File: src/rtl/multi_mode_string_hash_defines.svh
// assertion macros shared by the string hash rtl
`ifndef MULTI_MODE_STRING_HASH_DEFINES_SVH
`define MULTI_MODE_STRING_HASH_DEFINES_SVH

`ifndef ASSERT_OFF
// implication or plain property, checked on every rising edge out of reset
`define MMSH_ASSERT(lbl, clk, rstn, prop) \
    lbl: assert property (@(posedge clk) disable iff (!(rstn)) (prop)) \
        else $error("mmsh assertion failed");
// condition that must never be seen out of reset
`define MMSH_ASSERT_NEVER(lbl, clk, rstn, cond) \
    lbl: assert property (@(posedge clk) disable iff (!(rstn)) !(cond)) \
        else $error("mmsh forbidden condition seen");
`else
`define MMSH_ASSERT(lbl, clk, rstn, prop)
`define MMSH_ASSERT_NEVER(lbl, clk, rstn, cond)
`endif

`endif

File: src/rtl/mmsh_pkg.sv
// shared types, constants and start-value function of the string hash
package mmsh_pkg;

    localparam int HASH_BITS  = 32;
    localparam int MODE_W     = 4;
    localparam int CFG_IDX_W  = 2;
    localparam int KEY_LEN_W  = 16;

    // scheme codes
    localparam logic [MODE_W-1:0] MODE_AP   = 4'd0;
    localparam logic [MODE_W-1:0] MODE_BP   = 4'd1;
    localparam logic [MODE_W-1:0] MODE_JS   = 4'd2;
    localparam logic [MODE_W-1:0] MODE_RS   = 4'd3;
    localparam logic [MODE_W-1:0] MODE_DEK  = 4'd4;
    localparam logic [MODE_W-1:0] MODE_DJB  = 4'd5;
    localparam logic [MODE_W-1:0] MODE_ELF  = 4'd6;
    localparam logic [MODE_W-1:0] MODE_FNV  = 4'd7;
    localparam logic [MODE_W-1:0] MODE_PJW  = 4'd8;
    localparam logic [MODE_W-1:0] MODE_BKDR = 4'd9;
    localparam logic [MODE_W-1:0] MODE_SDBM = 4'd10;

    // configuration register indexes
    localparam logic [CFG_IDX_W-1:0] CFG_HASH_MODE     = 2'd0;
    localparam logic [CFG_IDX_W-1:0] CFG_RESULT_OFFSET = 2'd1;

    // scheme constants
    localparam logic [HASH_BITS-1:0] AP_START    = 32'hAAAA_AAAA;
    localparam logic [HASH_BITS-1:0] JS_START    = 32'd1315423911;
    localparam logic [HASH_BITS-1:0] DJB_START   = 32'd5381;
    localparam logic [HASH_BITS-1:0] RS_A        = 32'd378551;
    localparam logic [HASH_BITS-1:0] RS_B_START  = 32'd63689;
    localparam logic [HASH_BITS-1:0] FNV_MULT    = 32'h811C_9DC5;
    localparam logic [HASH_BITS-1:0] BKDR_SEED   = 32'd131;
    localparam logic [HASH_BITS-1:0] HIGH_NIBBLE = 32'hF000_0000;

    typedef logic [HASH_BITS-1:0] hash_t;

    // running state carried from byte to byte within a key
    typedef struct packed {
        hash_t hash;
        logic  odd;
        hash_t rs_mult;
    } fold_state_t;

    // configuration seen by the datapath
    typedef struct packed {
        logic [MODE_W-1:0] mode;
        hash_t             offset;
    } cfg_t;

    // value a key starts from under each scheme
    function automatic hash_t start_value(input logic [MODE_W-1:0] mode,
                                          input logic [KEY_LEN_W-1:0] len);
        hash_t v;
        case (mode)
            MODE_AP:  v = AP_START;
            MODE_JS:  v = JS_START;
            MODE_DEK: v = {{(HASH_BITS-KEY_LEN_W){1'b0}}, len};
            MODE_DJB: v = DJB_START;
            default:  v = '0;
        endcase
        return v;
    endfunction

endpackage

File: src/rtl/mmsh_cfg.sv
// configuration register file: scheme select and result offset
module mmsh_cfg
    import mmsh_pkg::*;
(
    input  logic                 aclk,
    input  logic                 aresetn,
    input  logic                 cfg_valid,
    output logic                 cfg_ready,
    input  logic [CFG_IDX_W-1:0] cfg_index,
    input  logic [HASH_BITS-1:0] cfg_data,
    output cfg_t                 cfg
);

    logic [MODE_W-1:0] mode_reg;
    hash_t             offset_reg;

    // writes are always accepted, cfg_ready is tied high
    assign cfg_ready = 1'b1;

    // register decode, unknown indexes are dropped
    always_ff @(posedge aclk) begin
        if (!aresetn) begin
            mode_reg   <= '0;
            offset_reg <= '0;
        end else if (cfg_valid) begin
            case (cfg_index)
                CFG_HASH_MODE:     mode_reg   <= cfg_data[MODE_W-1:0];
                CFG_RESULT_OFFSET: offset_reg <= cfg_data;
                default: ;
            endcase
        end
    end

    assign cfg.mode   = mode_reg;
    assign cfg.offset = offset_reg;

endmodule

File: src/rtl/mmsh_fold.sv
// one-byte fold of the running hash for every scheme
module mmsh_fold
    import mmsh_pkg::*;
(
    input  logic [MODE_W-1:0] mode,
    input  logic [7:0]        key_byte,
    input  fold_state_t       state_in,
    output fold_state_t       state_out
);

    hash_t h;
    hash_t c;
    hash_t ap_prod;
    hash_t rs_prod;
    hash_t fnv_prod;
    hash_t bkdr_prod;
    hash_t nib_sum;
    hash_t nib_top;
    hash_t nib_mix;
    hash_t next_hash;

    assign h = state_in.hash;
    assign c = {{(HASH_BITS-8){1'b0}}, key_byte};

    // products, each taken modulo 2^32
    assign ap_prod   = c * (h >> 3);
    assign rs_prod   = h * state_in.rs_mult;
    assign fnv_prod  = h * FNV_MULT;
    assign bkdr_prod = h * BKDR_SEED;

    // elf and pjw share the shift-add and top nibble fold
    assign nib_sum = (h << 4) + c;
    assign nib_top = nib_sum & HIGH_NIBBLE;
    assign nib_mix = nib_sum ^ (nib_top >> 24);

    // scheme select
    always_comb begin
        case (mode)
            MODE_AP: begin
                if (!state_in.odd) begin
                    next_hash = h ^ ((h << 7) ^ ap_prod);
                end else begin
                    next_hash = h ^ ~((h << 11) + (c ^ (h >> 5)));
                end
            end
            MODE_BP:   next_hash = (h << 7) ^ c;
            MODE_JS:   next_hash = h ^ ((h << 5) + c + (h >> 2));
            MODE_RS:   next_hash = rs_prod + c;
            MODE_DEK:  next_hash = ((h << 5) ^ (h >> 27)) ^ c;
            MODE_DJB:  next_hash = (h << 5) + h + c;
            MODE_ELF:  next_hash = nib_mix & ~nib_top;
            MODE_FNV:  next_hash = fnv_prod ^ c;
            MODE_PJW:  next_hash = nib_mix & ~HIGH_NIBBLE;
            MODE_BKDR: next_hash = bkdr_prod + c;
            MODE_SDBM: next_hash = c + (h << 6) + (h << 16) - h;
            default:   next_hash = h;
        endcase
    end

    // parity and rs multiplier advance on every byte, whatever the scheme
    assign state_out.hash    = next_hash;
    assign state_out.odd     = ~state_in.odd;
    assign state_out.rs_mult = state_in.rs_mult * RS_A;

endmodule

File: src/rtl/multi_mode_string_hash.sv
// top level of the multi-scheme string hash engine
`include "multi_mode_string_hash_defines.svh"

// Key bytes enter one per transaction on the s_ channel; the hash of a key
// leaves on the m_ channel after its last byte, or at once for an empty key.
// One byte is folded per clock, so a byte may be accepted on every cycle while
// a key's finishing byte is not held back by a stalled m_ side; the limit is
// the combinational fold of the running hash (the rs scheme's 32x32 multiply
// sits in that loop). A byte passes an input register, the fold stage and
// then the offset adder stage, each of them registered, on its way out.
// Configuration writes are always accepted and must only be made while no
// key byte is in flight.
module multi_mode_string_hash
    import mmsh_pkg::*;
(
    input  logic                 aclk,
    input  logic                 aresetn,
    // configuration
    input  logic                 cfg_valid,
    output logic                 cfg_ready,
    input  logic [CFG_IDX_W-1:0] cfg_index,
    input  logic [HASH_BITS-1:0] cfg_data,
    // key bytes
    input  logic                 s_valid,
    output logic                 s_ready,
    input  logic [7:0]           s_key_byte,
    input  logic [KEY_LEN_W-1:0] s_key_length,
    input  logic                 s_last_byte,
    input  logic                 s_empty_key,
    // hashes
    output logic                 m_valid,
    input  logic                 m_ready,
    output logic [HASH_BITS-1:0] m_hash_value
);

    cfg_t cfg;

    // input stage
    logic                 in_valid_reg;
    logic [7:0]           in_byte_reg;
    logic [KEY_LEN_W-1:0] in_len_reg;
    logic                 in_last_reg;
    logic                 in_empty_reg;

    // running state
    fold_state_t state_reg;
    fold_state_t state_start;
    fold_state_t state_folded;
    logic        inside_reg;

    // raw hash stage
    logic  raw_valid_reg;
    hash_t raw_hash_reg;

    // output stage
    logic  out_valid_reg;
    hash_t out_hash_reg;

    logic  out_adv;
    logic  raw_ready;
    logic  raw_adv;
    logic  in_produces;
    logic  in_adv;
    hash_t start_hash;

    mmsh_cfg u_cfg (
        .aclk      (aclk),
        .aresetn   (aresetn),
        .cfg_valid (cfg_valid),
        .cfg_ready (cfg_ready),
        .cfg_index (cfg_index),
        .cfg_data  (cfg_data),
        .cfg       (cfg)
    );

    // stage handshakes, each stage frees as soon as its content moves on
    assign out_adv     = !out_valid_reg || m_ready;
    assign raw_adv     = raw_valid_reg && out_adv;
    assign raw_ready   = !raw_valid_reg || out_adv;
    assign in_produces = in_last_reg || in_empty_reg;
    assign in_adv      = in_valid_reg && (!in_produces || raw_ready);
    assign s_ready     = !in_valid_reg || in_adv;

    // input register
    always_ff @(posedge aclk) begin
        if (!aresetn) begin
            in_valid_reg <= 1'b0;
        end else if (s_ready) begin
            in_valid_reg <= s_valid;
        end
    end

    always_ff @(posedge aclk) begin
        if (s_ready && s_valid) begin
            in_byte_reg  <= s_key_byte;
            in_len_reg   <= s_key_length;
            in_last_reg  <= s_last_byte;
            in_empty_reg <= s_empty_key;
        end
    end

    // reload at key start
    assign start_hash = start_value(cfg.mode, in_len_reg);

    always_comb begin
        if (inside_reg) begin
            state_start = state_reg;
        end else begin
            state_start.hash    = start_hash;
            state_start.odd     = 1'b0;
            state_start.rs_mult = RS_B_START;
        end
    end

    mmsh_fold u_fold (
        .mode      (cfg.mode),
        .key_byte  (in_byte_reg),
        .state_in  (state_start),
        .state_out (state_folded)
    );

    // running state update
    always_ff @(posedge aclk) begin
        if (!aresetn) begin
            inside_reg        <= 1'b0;
            state_reg.hash    <= '0;
            state_reg.odd     <= 1'b0;
            state_reg.rs_mult <= RS_B_START;
        end else if (in_adv) begin
            if (in_empty_reg) begin
                inside_reg <= 1'b0;
            end else begin
                inside_reg <= !in_last_reg;
                state_reg  <= state_folded;
            end
        end
    end

    // raw hash stage
    always_ff @(posedge aclk) begin
        if (!aresetn) begin
            raw_valid_reg <= 1'b0;
        end else if (raw_ready) begin
            raw_valid_reg <= in_adv && in_produces;
        end
    end

    always_ff @(posedge aclk) begin
        if (raw_ready && in_adv && in_produces) begin
            raw_hash_reg <= in_empty_reg ? start_hash : state_folded.hash;
        end
    end

    // output stage adds the offset
    always_ff @(posedge aclk) begin
        if (!aresetn) begin
            out_valid_reg <= 1'b0;
        end else if (out_adv) begin
            out_valid_reg <= raw_valid_reg;
        end
    end

    always_ff @(posedge aclk) begin
        if (raw_adv) begin
            out_hash_reg <= raw_hash_reg + cfg.offset;
        end
    end

    assign m_valid      = out_valid_reg;
    assign m_hash_value = out_hash_reg;

    // a new result only ever comes from a full raw stage
    `MMSH_ASSERT(a_out_from_raw, aclk, aresetn, $rose(out_valid_reg) |-> $past(raw_valid_reg))
    // an empty key always leaves the engine outside a key
    `MMSH_ASSERT(a_empty_clears, aclk, aresetn, (in_adv && in_empty_reg) |=> !inside_reg)
    // a held raw hash is not overwritten while the output stalls
    `MMSH_ASSERT(a_raw_holds, aclk, aresetn, (raw_valid_reg && !out_adv) |=> (raw_valid_reg && $stable(raw_hash_reg)))
    // a finishing byte never retires into a blocked raw stage
    `MMSH_ASSERT_NEVER(a_no_drop, aclk, aresetn, in_adv && in_produces && raw_valid_reg && !out_adv)

endmodule

File: config.mk
export PLATFORM = sky130hd
export DESIGN_NAME = multi_mode_string_hash
export DESIGN_NICKNAME = d
export VERILOG_FILES = /design/src/rtl/mmsh_pkg.sv /design/src/rtl/mmsh_cfg.sv /design/src/rtl/mmsh_fold.sv /design/src/rtl/multi_mode_string_hash.sv
export VERILOG_INCLUDE_DIRS = /design/src /design/src/rtl
export SDC_FILE = /design/constraint.sdc
export NUM_CORES = 2
export LEC_CHECK = 0
export BUFFER_PORTS_ARGS = -buffer_cell sky130_fd_sc_hd__buf_4
export CORE_ASPECT_RATIO = 0.6
export CORE_MARGIN = 2
export CORE_UTILIZATION = 61
export DETAILED_ROUTE_END_ITERATION = 6
export PLACE_DENSITY = 0.78
export SETUP_SLACK_MARGIN = 0.15
export SKIP_CTS_REPAIR_TIMING = 1
export SYNTH_ARGS = -nofsm -noshare
export SYNTH_HDL_FRONTEND = slang
export SYNTH_SLANG_ARGS = --single-unit
File: constraint.sdc
create_clock -name aclk -period 9.39 [get_ports aclk]
set_input_delay 1.878 -clock aclk [delete_from_list [all_inputs] [get_ports aclk]]
set_output_delay 1.878 -clock aclk [all_outputs]
set_load 0.02 [all_outputs]
==> impl_metrics.yaml <==
layout:
  nets: 9089
  fill_cells: 8207
  drive_gt1_frac: 0.0823
  largest_reg_flops: 65
  final_area_sq_um: 65800
  syn_to_final_growth_pct: 8.28
sta:
  worstMarginPinSlew_ps: 1330
  relSlewSlack: 0.112
  min_period_ps: 9290
  hold_viol_final: 0
  fmax_mhz: 108
  rsz0062_at_grt: "true"
  final.period_utilization: 0.990
  worst_slack_ps: 97.7
  setup_viol: 0
  holdWs_ps: 467
  skew_ps: 27.0
  final_max_slew_viol_count: 0
place:
  gp_congestion: 1.10
  place_area_sq_um: 64900
  dpl_worst_slack_ps: -69.7
  dp_hpwl_mm: 219
  port_buffers: 98
detailed_routing:
  wirelength_mm: 265
  dr.pass1.iters: 7
  first_iter_violations: 9059
  vias_per_cell: 6.57
  final_antenna_net_count: 0
  vias: 56200
  wl_per_cell_microns: 31.0
  drc: 16
synth:
  yosys-top-cells-area: "fa_1, ha_1, inv_1"
  yosysTopAreaCell: "fa_1"
  synthTopCellsByCount: "inv_1, fa_1, ha_1, nand2_1, nor2_1"
  synth-main-ff-cell: "dfxtp_1"
  post_synth.cell_area_avg_sq_um: 8.68
  synth_seq_cells: 195
  yosysUniqueCellTypes: 95
  synth_top_area_frac: 0.330
  syn_inst: 6993
  ys_seq_area_frac: 0.0791
  synthesis.area_sq_um: 60700
  synth_edf_count: 90
  synthArstFlopShare: 0
  synth_nets: 8890
  synth_warnings: 0
  yosysMostFrequentCell: "inv_1"
floorplanning:
  die-area_sq_um: 102000
  die_x_microns: 411
  core_sq_um: 98400
  die_h_microns: 248
  ios: 100
  num_rows: 89
  initial_core_util: 0.617
run_status:
  status: "complete, but fails checks"
  violations: "DRC"
clock_tree:
  clkLatencyLatePin_ps: 530
  clkTransAtPathRegs_ps: 90
  cts_sinks: 195
  tritoncts: "yes"
  cts.path.max_buffers: 2
  cts_max_level: 4
  cts_root_buffer: "clkbuf_16"
  cts-buffers-inserted: 17
global_routing:
  grt_pass1_wl_mm: 378
  first_global_vias: 53600
  grt_max_degree: 73
  gr-total-overflow: 0
  grt.total_usage: 0.518
  antenna_found_initial: 26
critical_path:
  arrival_ps: 9570
  cpPeakStageDelay_ps: 560
  path_common_cell: "inv_1"
  crit_fanout: 16
  crit_path_end_kind: "register"
  crit_type: "register to register"
  slowest_stage: "o41ai_4"
  startpoint_type: "register"
  cp.required_ps: 9670
run:
  maxCapViolCount: 0
min_path:
  hp-class: "register to register"
==> final timing paths <==
| check | start | to | slack, ps | cells after the start |
|---|---|---|---|---|
| worst max register to register | inside_reg | raw_hash_reg[25] | 100 | 35 |
| worst min register to register | u_cfg.offset_reg[24] | u_cfg.offset_reg[24] | 470 | 2 |
| worst max-delay path | inside_reg | raw_hash_reg[25] | 100 | 35 |
| worst min-delay path | u_cfg.offset_reg[24] | u_cfg.offset_reg[24] | 470 | 2 |
==> stage by stage <==
stage           util  setup TNS, ps  std cells
3_3_place_gp   0.659              0       8483
6_report       0.668              0       8544
3_5_place_dp   0.659          -69.7       8483
2_1_floorplan      -              0       6993
5_1_grt        0.668              0       8529
4_1_cts        0.665           -192       8515
==> metal layers <==
layer	vias to the layer above	share of wire	global-route usage
met3	643	0.23	0.387
met2	5197	0.33	0.580
met1	27300	0.40	0.751
li1	23000	-	-
met4	37	0.032	0.124
met5	-	0.0025	0.0163
==> critical path: cells and delay by family (launching register included) <==
family                   cells  cell delay [ps]
buffers and inverters       13             1780
AO/OA/AOI/OAI               10             2300
adder cells (fa/ha/maj)      9             3790
multiplexers                 2              550
XOR/XNOR                     1              200
flip-flops                   1              390
==> cell families (layout without fill, tap and decap cells) <==
| logic type | Yosys count | count (layout) | synth area share |
|---|---|---|---|
| AO/OA/AOI/OAI | 1161 | 1161 | 0.123 |
| adder cells (fa/ha/maj) | 1833 | 1833 | 0.501 |
| other | 1 | 21 | 0.0000618 |
| XOR/XNOR | 392 | 392 | 0.0572 |
| flip-flops | 195 | 195 | 0.0791 |
| buffers and inverters | 1676 | 1887 | 0.104 |
| AND/OR/NAND/NOR | 1691 | 1692 | 0.127 |
| multiplexers | 44 | 44 | 0.00764 |
==> cell usage in the layout (no fill, tap or decap), drive strengths merged, types with 14 or more instances in the layout <==
cell type  instances
inv             1401
fa              1001
ha               831
nand2            679
buf              448
nor2             445
a21oi            340
xnor2            300
o21ai            247
and3             184
a21o             107
dfxtp            105
edfxtp            90
xor2              89
nand3             84
nor3              69
a211oi            51
o21a              50
nand2b            46
and2              46
o211ai            41
a221oi            33
a31oi             31
o31ai             30
o22ai             29
nor2b             29
mux2i             25
o221ai            23
or3               22
o21bai            22
diode             20
mux2              19
nand4             18
clkbuf            18
clkinv            15
a21boi            14
a211o             14
o311ai            14
==> final cells by class <==
| class | count | area, sq um | share of cell area |
|---|---|---|---|
| clock buffers | 18 | 429 | 0.00653 |
| inverters | 1407 | 5290 | 0.0805 |
| flip-flops and latches | 195 | 4820 | 0.0732 |
| well taps | 1319 | 1650 | 0.0251 |
| clock inverters | 14 | 156 | 0.00238 |
| multi-input cells | 5123 | 49800 | 0.758 |
| repair buffers | 448 | 3540 | 0.0539 |
| diodes | 20 | 50.0 | 0.000761 |
Power is not shown: default switching activity piles up to over one toggle a cycle in this logic, so the estimate is an artifact.
